==> src/rtl/tnfpc_pkg.sv <==
// tnfpc_pkg: shared types, field widths and helper functions for the
// threshold network fixed-point counter
// no dependencies
package tnfpc_pkg;

    localparam int ROW_W = 16;  // adjacency row width
    localparam int THR_W = 5;   // threshold width
    localparam int IDX_W = 4;   // vertex index width
    localparam int VC_W  = 5;   // vertex_count register width
    localparam int CNT_W = 16;  // tally width
    localparam int PC_W  = 5;   // popcount of one row

    typedef logic [ROW_W-1:0] row_t;
    typedef logic [THR_W-1:0] thr_t;
    typedef logic [IDX_W-1:0] idx_t;
    typedef logic [VC_W-1:0]  vc_t;
    typedef logic [CNT_W-1:0] cnt_t;
    typedef logic [PC_W-1:0]  pc_t;

    localparam vc_t  VC_RESET = vc_t'(16);
    localparam cnt_t CNT_SAT  = '1;

    localparam logic MODE_LOAD = 1'b0;
    localparam logic MODE_RUN  = 1'b1;

    // one row/threshold write into the vertex store
    typedef struct packed {
        logic we;
        idx_t idx;
        row_t row;
        thr_t thr;
    } load_t;

    // population count of one row, adder tree of pairs
    function automatic pc_t popcount_row(input row_t x);
        logic [1:0] l1 [8];
        logic [2:0] l2 [4];
        logic [3:0] l3 [2];
        for (int i = 0; i < 8; i++) begin
            l1[i] = {1'b0, x[2*i]} + {1'b0, x[2*i+1]};
        end
        for (int i = 0; i < 4; i++) begin
            l2[i] = {1'b0, l1[2*i]} + {1'b0, l1[2*i+1]};
        end
        for (int i = 0; i < 2; i++) begin
            l3[i] = {1'b0, l2[2*i]} + {1'b0, l2[2*i+1]};
        end
        return {1'b0, l3[0]} + {1'b0, l3[1]};
    endfunction

endpackage

==> src/rtl/tnfpc_in_if.sv <==
// tnfpc_in_if: valid/ready channel carrying one input item
// depends on tnfpc_pkg
interface tnfpc_in_if;
    logic              valid;
    logic              ready;
    logic              mode;
    tnfpc_pkg::idx_t   vertex_index;
    tnfpc_pkg::row_t   neighbor_row;
    tnfpc_pkg::thr_t   vertex_threshold;

    modport source (
        output valid, mode, vertex_index, neighbor_row, vertex_threshold,
        input  ready
    );
    modport sink (
        input  valid, mode, vertex_index, neighbor_row, vertex_threshold,
        output ready
    );
endinterface

==> src/rtl/tnfpc_out_if.sv <==
// tnfpc_out_if: valid/ready channel carrying one result item
// depends on tnfpc_pkg
interface tnfpc_out_if;
    logic              valid;
    logic              ready;
    tnfpc_pkg::cnt_t   fixed_point_count;

    modport source (
        output valid, fixed_point_count,
        input  ready
    );
    modport sink (
        input  valid, fixed_point_count,
        output ready
    );
endinterface

==> src/rtl/threshold_network_fixed_point_counter.sv <==
// threshold_network_fixed_point_counter: top level, sequencer, config register
// depends on tnfpc_pkg, tnfpc_in_if, tnfpc_out_if, tnfpc_store, tnfpc_check
//
// Counts the nonempty vertex subsets C of a small graph that are fixed points of
// anti-coordination threshold dynamics: every vertex u in use lies in C exactly when
// its number of neighbors outside C reaches u's threshold. A load item (mode 0)
// writes one adjacency row and threshold and gives no result.
// Loads at an index at or above MAX_VERTICES are dropped. A run item (mode 1) steps
// a subset counter through 1 .. 2^n - 1, n = min(vertex_count, MAX_VERTICES), one
// subset per cycle through a single shared check unit that tests all vertices at
// once; the result item is offered after the last subset, and waits in the finish step
// while the output register is still full. The count saturates at 65535. The input is not
// ready during a run; a finished result sits in an output register, so the next
// item can be taken while it waits. Rows of vertices in use must be loaded first.
// vertex_count may only be written while the block is idle.
module threshold_network_fixed_point_counter #(
    parameter int MAX_VERTICES = 16
) (
    input  logic                  clk,
    input  logic                  rst_n,
    input  logic                  cfg_wr_en,
    input  tnfpc_pkg::vc_t        cfg_wr_data,
    tnfpc_in_if.sink              in_item,
    tnfpc_out_if.source           out_item
);

    localparam int VW = MAX_VERTICES;

    typedef enum logic [1:0] {
        ST_IDLE,
        ST_RUN,
        ST_FINISH
    } state_t;

    // sequencer and result registers
    state_t              state_reg,      state_next;
    logic [VW-1:0]       set_reg,        set_next;
    tnfpc_pkg::cnt_t     tally_reg,      tally_next;
    logic                out_valid_reg,  out_valid_next;
    tnfpc_pkg::cnt_t     out_count_reg,  out_count_next;
    tnfpc_pkg::vc_t      vertex_count_reg;

    // shared storage and check unit
    logic [VW-1:0][tnfpc_pkg::ROW_W-1:0] rows;
    logic [VW-1:0][tnfpc_pkg::THR_W-1:0] thrs;
    logic [VW-1:0]       used;
    logic                fixed;
    logic                n_zero;
    logic                in_fire;
    logic                out_free;
    tnfpc_pkg::load_t    load;

    // config register
    always_ff @(posedge clk or negedge rst_n)
    begin
        if (!rst_n)
        begin
            vertex_count_reg <= tnfpc_pkg::VC_RESET;
        end
        else if (cfg_wr_en)
        begin
            vertex_count_reg <= cfg_wr_data;
        end
    end

    // mask of vertices in use, vertex_count clamped to the store depth
    always_comb
    begin
        for (int i = 0; i < VW; i++) begin
            used[i] = (32'(vertex_count_reg) > i);
        end
    end
    assign n_zero = (vertex_count_reg == '0);

    assign in_item.ready = (state_reg == ST_IDLE);
    assign in_fire       = in_item.valid && in_item.ready;
    // result slot is free when empty or drained this cycle
    assign out_free      = !out_valid_reg || out_item.ready;

    assign load.we  = in_fire && (in_item.mode == tnfpc_pkg::MODE_LOAD);
    assign load.idx = in_item.vertex_index;
    assign load.row = in_item.neighbor_row;
    assign load.thr = in_item.vertex_threshold;

    tnfpc_store #(
        .MAX_VERTICES (MAX_VERTICES)
    ) u_store (
        .clk  (clk),
        .load (load),
        .rows (rows),
        .thrs (thrs)
    );

    tnfpc_check #(
        .MAX_VERTICES (MAX_VERTICES)
    ) u_check (
        .rows  (rows),
        .thrs  (thrs),
        .set   (set_reg),
        .used  (used),
        .fixed (fixed)
    );

    // next-state logic of the sequencer
    always_comb
    begin
        state_next     = state_reg;
        set_next       = set_reg;
        tally_next     = tally_reg;
        out_valid_next = out_valid_reg;
        out_count_next = out_count_reg;

        if (out_valid_reg && out_item.ready)
        begin
            out_valid_next = 1'b0;
        end

        case (state_reg)
            ST_IDLE:
            begin
                if (in_fire && (in_item.mode == tnfpc_pkg::MODE_RUN))
                begin
                    set_next   = VW'(1);
                    tally_next = '0;
                    // no vertices means no nonempty subsets
                    state_next = n_zero ? ST_FINISH : ST_RUN;
                end
            end
            ST_RUN:
            begin
                // one subset per cycle through the check unit
                if (fixed && (tally_reg != tnfpc_pkg::CNT_SAT))
                begin
                    tally_next = tally_reg + tnfpc_pkg::cnt_t'(1);
                end
                if (set_reg == used)
                begin
                    state_next = ST_FINISH;
                end
                else
                begin
                    set_next = set_reg + VW'(1);
                end
            end
            ST_FINISH:
            begin
                // wait for the result slot
                if (out_free)
                begin
                    out_valid_next = 1'b1;
                    out_count_next = tally_reg;
                    state_next     = ST_IDLE;
                end
            end
            default:
            begin
                state_next = ST_IDLE;
            end
        endcase
    end

    // state and registered outputs
    always_ff @(posedge clk or negedge rst_n)
    begin
        if (!rst_n)
        begin
            state_reg     <= ST_IDLE;
            set_reg       <= '0;
            tally_reg     <= '0;
            out_valid_reg <= 1'b0;
            out_count_reg <= '0;
        end
        else
        begin
            state_reg     <= state_next;
            set_reg       <= set_next;
            tally_reg     <= tally_next;
            out_valid_reg <= out_valid_next;
            out_count_reg <= out_count_next;
        end
    end

    assign out_item.valid             = out_valid_reg;
    assign out_item.fixed_point_count = out_count_reg;

    // tally never passes the number of subsets tried so far
    a_tally_bound: assert property (@(posedge clk) disable iff (!rst_n)
        (state_reg == ST_RUN) |-> (32'(tally_reg) < 32'(set_reg)))
        else $error("tally exceeds subsets tried");

    // subset counter stays nonempty and inside the vertices in use
    a_set_range: assert property (@(posedge clk) disable iff (!rst_n)
        (state_reg == ST_RUN) |-> ((set_reg != '0) && ((set_reg & ~used) == '0)))
        else $error("subset outside vertices in use");

    // no item taken while a run is in progress
    a_busy_no_accept: assert property (@(posedge clk) disable iff (!rst_n)
        (state_reg != ST_IDLE) |-> !in_item.ready)
        else $error("input ready during a run");

    // a result appears only on leaving the finish step
    a_result_source: assert property (@(posedge clk) disable iff (!rst_n)
        $rose(out_valid_reg) |-> ($past(state_reg) == ST_FINISH))
        else $error("result without finished run");

endmodule

==> src/rtl/tnfpc_store.sv <==
// tnfpc_store: per-vertex adjacency rows and thresholds, no reset
// depends on tnfpc_pkg
module tnfpc_store #(
    parameter int MAX_VERTICES = 16
) (
    input  logic                                       clk,
    input  tnfpc_pkg::load_t                           load,
    output logic [MAX_VERTICES-1:0][tnfpc_pkg::ROW_W-1:0] rows,
    output logic [MAX_VERTICES-1:0][tnfpc_pkg::THR_W-1:0] thrs
);

    logic [MAX_VERTICES-1:0][tnfpc_pkg::ROW_W-1:0] rows_reg;
    logic [MAX_VERTICES-1:0][tnfpc_pkg::THR_W-1:0] thrs_reg;

    // indexes at or above the depth never match, so such loads drop out
    always_ff @(posedge clk)
    begin
        for (int i = 0; i < MAX_VERTICES; i++) begin
            if (load.we && (32'(load.idx) == i))
            begin
                rows_reg[i] <= load.row;
                thrs_reg[i] <= load.thr;
            end
        end
    end

    assign rows = rows_reg;
    assign thrs = thrs_reg;

endmodule

==> src/rtl/tnfpc_check.sv <==
// tnfpc_check: fixed-point test of one subset, all vertices in parallel
// depends on tnfpc_pkg
module tnfpc_check #(
    parameter int MAX_VERTICES = 16
) (
    input  logic [MAX_VERTICES-1:0][tnfpc_pkg::ROW_W-1:0] rows,
    input  logic [MAX_VERTICES-1:0][tnfpc_pkg::THR_W-1:0] thrs,
    input  logic [MAX_VERTICES-1:0]                       set,
    input  logic [MAX_VERTICES-1:0]                       used,
    output logic                                          fixed
);

    logic [MAX_VERTICES-1:0] ok_vec;

    always_comb
    begin
        tnfpc_pkg::row_t set_lo;
        tnfpc_pkg::row_t used_lo;
        tnfpc_pkg::row_t self_lo;
        tnfpc_pkg::pc_t  outside;
        logic            reached;
        set_lo  = tnfpc_pkg::row_t'(set);
        used_lo = tnfpc_pkg::row_t'(used);
        for (int u = 0; u < MAX_VERTICES; u++) begin
            // diagonal bit dropped, neighbors outside the set and in use only
            self_lo   = tnfpc_pkg::row_t'(1) << u;
            outside   = tnfpc_pkg::popcount_row(rows[u] & ~set_lo & used_lo & ~self_lo);
            reached   = ({1'b0, outside} >= {1'b0, thrs[u]});
            ok_vec[u] = !used[u] || (reached == set[u]);
        end
    end

    assign fixed = &ok_vec;

endmodule

==> src/flat_wrapper.sv <==
// flat-port wrapper written by rule: the top's interface ports become plain ports
module threshold_network_fixed_point_counter_flat 
#(
    parameter int MAX_VERTICES = 16
)
  (clk, rst_n, cfg_wr_en, cfg_wr_data, in_item_valid, in_item_mode, in_item_vertex_index, in_item_neighbor_row, in_item_vertex_threshold, in_item_ready, out_item_valid, out_item_fixed_point_count, out_item_ready);
  tnfpc_in_if in_item_i ();
  tnfpc_out_if out_item_i ();
  input  logic clk;
  input  logic rst_n;
  input  logic cfg_wr_en;
  input  tnfpc_pkg::vc_t cfg_wr_data;
  input wire logic [$bits(in_item_i.valid)-1:0] in_item_valid;
  input wire logic [$bits(in_item_i.mode)-1:0] in_item_mode;
  input wire logic [$bits(in_item_i.vertex_index)-1:0] in_item_vertex_index;
  input wire logic [$bits(in_item_i.neighbor_row)-1:0] in_item_neighbor_row;
  input wire logic [$bits(in_item_i.vertex_threshold)-1:0] in_item_vertex_threshold;
  output wire logic [$bits(in_item_i.ready)-1:0] in_item_ready;
  output wire logic [$bits(out_item_i.valid)-1:0] out_item_valid;
  output wire logic [$bits(out_item_i.fixed_point_count)-1:0] out_item_fixed_point_count;
  input wire logic [$bits(out_item_i.ready)-1:0] out_item_ready;
  assign in_item_i.valid = in_item_valid;
  assign in_item_i.mode = in_item_mode;
  assign in_item_i.vertex_index = in_item_vertex_index;
  assign in_item_i.neighbor_row = in_item_neighbor_row;
  assign in_item_i.vertex_threshold = in_item_vertex_threshold;
  assign in_item_ready = in_item_i.ready;
  assign out_item_valid = out_item_i.valid;
  assign out_item_fixed_point_count = out_item_i.fixed_point_count;
  assign out_item_i.ready = out_item_ready;
  threshold_network_fixed_point_counter #(.MAX_VERTICES(MAX_VERTICES)) u_core (.clk(clk), .rst_n(rst_n), .cfg_wr_en(cfg_wr_en), .cfg_wr_data(cfg_wr_data), .in_item(in_item_i), .out_item(out_item_i));
endmodule
==> config.mk <==
export PLATFORM = sky130hd
export DESIGN_NAME = threshold_network_fixed_point_counter_flat
export DESIGN_NICKNAME = d
export VERILOG_FILES = /design/src/rtl/tnfpc_pkg.sv /design/src/rtl/tnfpc_in_if.sv /design/src/rtl/tnfpc_out_if.sv /design/src/rtl/threshold_network_fixed_point_counter.sv /design/src/rtl/tnfpc_store.sv /design/src/rtl/tnfpc_check.sv /design/src/flat_wrapper.sv
export SDC_FILE = /design/constraint.sdc
export NUM_CORES = 1
export LEC_CHECK = 0
export BUFFER_PORTS_ARGS = -buffer_cell sky130_fd_sc_hd__buf_2
export CAP_MARGIN = 20
export CORE_ASPECT_RATIO = 1.1
export CORE_MARGIN = 2
export CORE_UTILIZATION = 40
export CTS_CLUSTER_SIZE = 25
export DETAILED_ROUTE_END_ITERATION = 10
export SYNTH_ARGS = -nofsm -noshare
export SYNTH_HDL_FRONTEND = slang
export SYNTH_SLANG_ARGS = --single-unit
==> constraint.sdc <==
create_clock -name clk -period 9.4 [get_ports clk]
set_input_delay 1.41 -clock clk [delete_from_list [all_inputs] [get_ports clk]]
set_output_delay 1.41 -clock clk [all_outputs]
set_load 0.005 [all_outputs]
After elaboration in Yosys (flattened, before gate mapping). Cells that the tools add are included.

Register bits: 391. Input port bits: 36. Logic and storage cells: 448.

$add $sub $neg: 226. Order comparisons: 32. Equality and inequality tests: 40. Mux-type cells: 14. Bitwise operators: 34. Reduce and logical (&&, ||, !) cells: 64.

Operators with widths (number): 16-bit AND (30); 1-bit by 1-bit adder with 2-bit output (112); 2-bit by 2-bit adder with 3-bit output (48); 3-bit by 3-bit adder with 4-bit output (32); 4-bit by 4-bit adder with 5-bit output (16); 5-bit greater-or-equal comparator (16); 16-bit two-way mux (4); 16-bit case mux with 2 select lines (2); 5-bit by 4-bit greater-than comparator with 1-bit output, second input constant (8); 16-bit by 1-bit adder with 16-bit output, second input constant (2); 4-bit equality test, second input constant (8); 15-bit AND (2); 1-bit by 2-bit adder with 3-bit output (8); 2-bit by 1-bit adder with 3-bit output (8); 1-bit logical AND (21); 5-bit by 3-bit greater-than comparator with 1-bit output, second input constant (4); 1-bit zero test (17); 1-bit logical OR (17); 1-bit equality test (16); 16-bit equality test (1); 4-bit by 3-bit equality test with 1-bit output, second input constant (4); 16-bit != test, second input constant (1); 16-bit inverter (1); 16-bit AND reduction (1); 18 further kinds (31).

Longest topological paths before layout.
Depth in word-level cells: 14. Gate-level depth with buffers: 26.

Cells and area by module. A second synthesis with hierarchy kept.

Cells, all modules: 1647. Area, all modules: 21271.7 sq um.

Modules (own cells, without submodules): tnfpc_store (instances 1, cells each 363, area each 10277.4 sq um); tnfpc_check (instances 1, cells each 963, area each 7937.6 sq um); threshold_network_fixed_point_counter (instances 1, cells each 321, area each 3056.7 sq um).

Worst setup path after synthesis. Ideal clock, no wire load.

Path kind: reg2reg. From: reg u_core.vertex_count_reg[4]. To: reg u_core.tally_reg[14]. Arrival time: 6.610 ns. Required time: 9.274 ns. Setup slack: 2.664 ns. Stages on the path, launching flop included: 24. Path buffers: 3. Period minus slack after synthesis: 6.736 ns. Path through: dfstp_2 > buf_6 > clkbuf_1 > nor2_1 > a21oi_1 > clkbuf_1 > nand2_1 > fa_1 > fa_1 > fa_1 > inv_1 > fa_1 > fa_1 > inv_1 > fa_1 > inv_1 > ha_1 > a2111oi_0 > or4b_1 > nand4_1 > a2111oi_2 > and4_4 > a21oi_2 > a221o_1.

Word-level cells in the longest chain between the ends: 13. Elaborated cells between the ends (all ways): 324. Classes of those cells: add/sub: 224; order compare: 32; eq/ne: 17; bitwise: 16; reduce/logical: 35.

Ends and longest elaborated chain: from (decl) (line threshold_network_fixed_point_counter.sv:41) `tnfpc_pkg::vc_t vertex_count_reg;`; from (signal assigned) (line threshold_network_fixed_point_counter.sv:58) `vertex_count_reg <= tnfpc_pkg::VC_RESET;`; from (signal assigned) (line threshold_network_fixed_point_counter.sv:62) `vertex_count_reg <= cfg_wr_data;`; 5-bit by 2-bit greater-than comparator with 1-bit output, or another cell as far along (line threshold_network_fixed_point_counter.sv:70) `used[i] = (32'(vertex_count_reg) > i);`; 16-bit AND or 15-bit AND (tied branches) (line tnfpc_check.sv:27) `outside = tnfpc_pkg::popcount_row(rows[u] & ~set_lo & used_lo & ~self_lo);`; 1-bit by 1-bit adder with 2-bit output (line tnfpc_pkg.sv:40) `l1[i] = {1'b0, x[2*i]} + {1'b0, x[2*i+1]};`; 1-bit by 2-bit adder with 3-bit output, or another cell as far along (line tnfpc_pkg.sv:43) `l2[i] = {1'b0, l1[2*i]} + {1'b0, l1[2*i+1]};`; 3-bit by 3-bit adder with 4-bit output (line tnfpc_pkg.sv:46) `l3[i] = {1'b0, l2[2*i]} + {1'b0, l2[2*i+1]};`; 4-bit by 4-bit adder with 5-bit output (line tnfpc_pkg.sv:48) `return {1'b0, l3[0]} + {1'b0, l3[1]};`; 5-bit greater-or-equal comparator (line tnfpc_check.sv:28) `reached = ({1'b0, outside} >= {1'b0, thrs[u]});`; 1-bit equality test (line tnfpc_check.sv:29) `ok_vec[u] = !used[u] || (reached == set[u]);`; 1-bit logical OR (line tnfpc_check.sv:29); 16-bit AND reduction (*) (line tnfpc_check.sv:33) `assign fixed = &ok_vec;`; 1-bit logical AND (*) (line threshold_network_fixed_point_counter.sv:132) `if (fixed && (tally_reg != tnfpc_pkg::CNT_SAT))`; 2-bit by 1-bit != test with 1-bit output (no source line) (*); 3-bit AND reduction (no source line) (*); to (signal assigned) (line threshold_network_fixed_point_counter.sv:177) `tally_reg <= tally_next;`; to (decl) (line threshold_network_fixed_point_counter.sv:38) `tnfpc_pkg::cnt_t tally_reg, tally_next;`.

Mark *: on every way between the ends. The rest lies on a longest branch, timed or not. A chain may end at the register's enable or synchronous reset.

Worst setup path after layout.
From: reg u_core.vertex_count_reg[2]. To: reg u_core.tally_reg[0].

Same word-level chain as after synthesis.

==> results.json <==
{
  "area_delta_synth_final_pct": 12.5,
  "port_buffers": 53,
  "min_path_type": "flop to flop",
  "synthTopCellsByCount": "edfxtp_1, inv_1, nand2_1, fa_1, ha_1",
  "yosysSeqAreaShare_pct": 53.7,
  "leakage_nw": 9.62,
  "clock_latency_ns": 0.56,
  "hold_violations": 0,
  "cts_resized": 0,
  "cts_root_buf": "clkbuf_16",
  "crit_type": "flop to flop",
  "status": "finished clean",
  "fin_crit_sh_pct": 81.5,
  "cp-startpoint": "u_core.vertex_count_reg[2]",
  "postLayoutSetupSlackWorst_ns": 1.74,
  "vias": 12300,
  "cts_buffers": 44,
  "grt_first_pass_wirelength_um": 77500,
  "postSynthAreaPerCell_sq_um": 12.8,
  "async_flop_share_pct": 14.9,
  "grt_setup_unrepaired": "false",
  "cp.arrival_ns": 8.16,
  "critPathCaptureType": "flop",
  "ir_worst_vdd_mv": 0.202,
  "top_usage_layer": "met2",
  "drc": 0,
  "post_cts_buffers": 0,
  "grt.met1_usage_pct": 27.6,
  "ys.flop_type": "edfxtp_1",
  "dr.pass1.iters": 5,
  "cts_max_path_buffers": 3,
  "ff2ff_path_depth": 24,
  "dp_hpwl_um": 33300,
  "grt_pass1_vias": 12600,
  "die_w_um": 220,
  "power_density_nw_per_um2": 321,
  "grt_max_degree": 57,
  "fmax_ghz": 0.130,
  "synth.area.top_cells": "edfxtp_1, fa_1, dfrtp_1",
  "wirelength_um": 51700,
  "maxCapViolations": 0,
  "pin_count": 54,
  "place_ws_ns": 1.78,
  "die-area_sq_um": 53100,
  "yosysTopAreaCell": "edfxtp_1",
  "syn-num-nets": 1899,
  "finClkSkew_ns": 0.0178,
  "clock-sinks": 376,
  "finalPower_mw": 7.40,
  "worstHoldStart": "u_core.out_item.fixed_point_count[2]",
  "fin_hold_ws_ns": 0.472,
  "synth_edf_count": 320,
  "start_util_pct": 40.2,
  "worst_slew_pin_slew_ns": 1.08,
  "grtUsageTotal_pct": 20.2,
  "path_clk_slew_ns": 0.06,
  "postCtsHoldBufs": 0,
  "use_met2_pct": 33.3,
  "cp_max_fo": 22,
  "core_area_sq_um": 50900,
  "grt-ovfl-total": 0,
  "r2r-start": "u_core.vertex_count_reg[2]",
  "multi_input_area_sq_um": 8500,
  "post_synth_inst_count": 1605,
  "largest_reg_flops": 240,
  "grt_util_met3_pct": 2.90,
  "crit_required_ns": 9.90,
  "drt-vias-per-instance": 5.16,
  "ys_ff_latch": 376,
  "gp_congestion": 0.849,
  "finalInstanceArea_sq_um": 23100,
  "htreeDepth": 2,
  "ant_nets": 0,
  "yosys.cell_types.count": 69,
  "drive_gt1_share_pct": 11.0,
  "first_iter_violations": 1129,
  "fillers": 4672,
  "dieHeight_um": 241,
  "hold_depth": 2,
  "tns_ns": 0,
  "yosysMostFrequentCell": "edfxtp_1",
  "syn-cell-area_sq_um": 20500,
  "slew_violations": 0,
  "wl_per_cell_um": 21.7,
  "cp-start-kind": "flop",
  "cts_tree": "built",
  "seqCellArea_sq_um": 11000,
  "slew_headroom_pct": 28.1,
  "finalNetCount": 1979,
  "rows": 87,
  "min_period_ns": 7.66,
  "setup_violations": 0,
  "synth_top_area_share_pct": 46.9,
  "antenna_found_initial": 6,
  "yosysWarnings": 0,
  "place_area_sq_um": 21600
}
==> kinds of logic after synthesis <==
family,share of synthesized area [%]
compound gates,5.87
buf+inv,5.06
fa+ha+maj,21.6
xor+xnor,1.24
mux,1.43
flops,53.7
simple gates,11.1
==> where the power goes <==
| group | internal [mW] | switching [mW] | total, mW |
|---|---|---|---|
| logic | 1.63 | 2.19 | 3.83 |
| clock network | 0.971 | 0.669 | 1.64 |
| registers | 1.84 | 0.0864 | 1.93 |
==> area by class of cell <==
class / instances / share of cell area (%)
Tap cell: 667 / 3.62
Inverter: 222 / 3.61
Multi-Input combinational cell: 960 / 36.9
Timing Repair Buffer: 81 / 2.19
Clock inverter: 20 / 0.738
Sequential cell: 376 / 47.8
Clock buffer: 57 / 5.17
Antenna cell: 1 / 0.0109
==> final timing paths <==
kind / endpoint / slack, ns
min: u_core.out_item.fixed_point_count[2] / 0.47
min in group asynchronous: u_core.set_reg[14] / 1.00
min reg2reg: u_core.out_item.fixed_point_count[2] / 0.47
max in group asynchronous: u_core.out_item.fixed_point_count[3] / 7.89
max reg2reg: u_core.tally_reg[0] / 1.74
max: u_core.tally_reg[0] / 1.74
==> cell usage in the layout (no fill, tap or decap), types with 12 or more instances in the layout <==
master     count
edfxtp_1     320
inv_1        222
nand2_1      205
fa_1         160
ha_1          98
and2_1        74
nor2_1        57
dfrtp_1       55
buf_2         53
o21ai_0       45
clkbuf_16     45
a21o_1        34
a21oi_1       27
buf_4         24
xnor2_1       23
nand3_1       18
mux2_2        18
and3_1        18
nor3_1        12
nor2_2        12
==> stage by stage <==
| stage | cells | util (%) |
|---|---|---|
| floorplan | 1605 | - |
| global placement | 2302 | 42.5 |
| detailed placement | 2302 | 42.5 |
| CTS | 2379 | 45.1 |
| global route | 2383 | 45.2 |
| finish | 2384 | 45.3 |
==> metal layers <==
metal	part of all wire [%]	up-vias
met2	48	386
met3	6.4	69
met5	0.025	-
met1	43	6256
li1	-	5595
met4	2.6	2
==> worst max-delay path, stage by stage, from the launching register on <==
cell     delay [ns]
dfrtp_1        0.62
or3_4          0.51
nor3_1         0.32
nor2_1         0.07
buf_4          0.25
nand2_1        0.13
fa_1           0.43
fa_1           0.55
fa_1           0.57
inv_1          0.06
fa_1           0.56
fa_1           0.21
inv_1          0.06
fa_1           0.37
xnor2_1        0.14
ha_1           0.29
a21oi_1        0.14
o21ai_0        0.12
a21oi_1        0.59
o21ai_0        0.17
a31oi_1        0.36
nor4_2         0.09
buf_4          0.19
a21oi_2        0.52
mux2_2         0.27
Note: power is estimated with default switching activity, not from simulation.
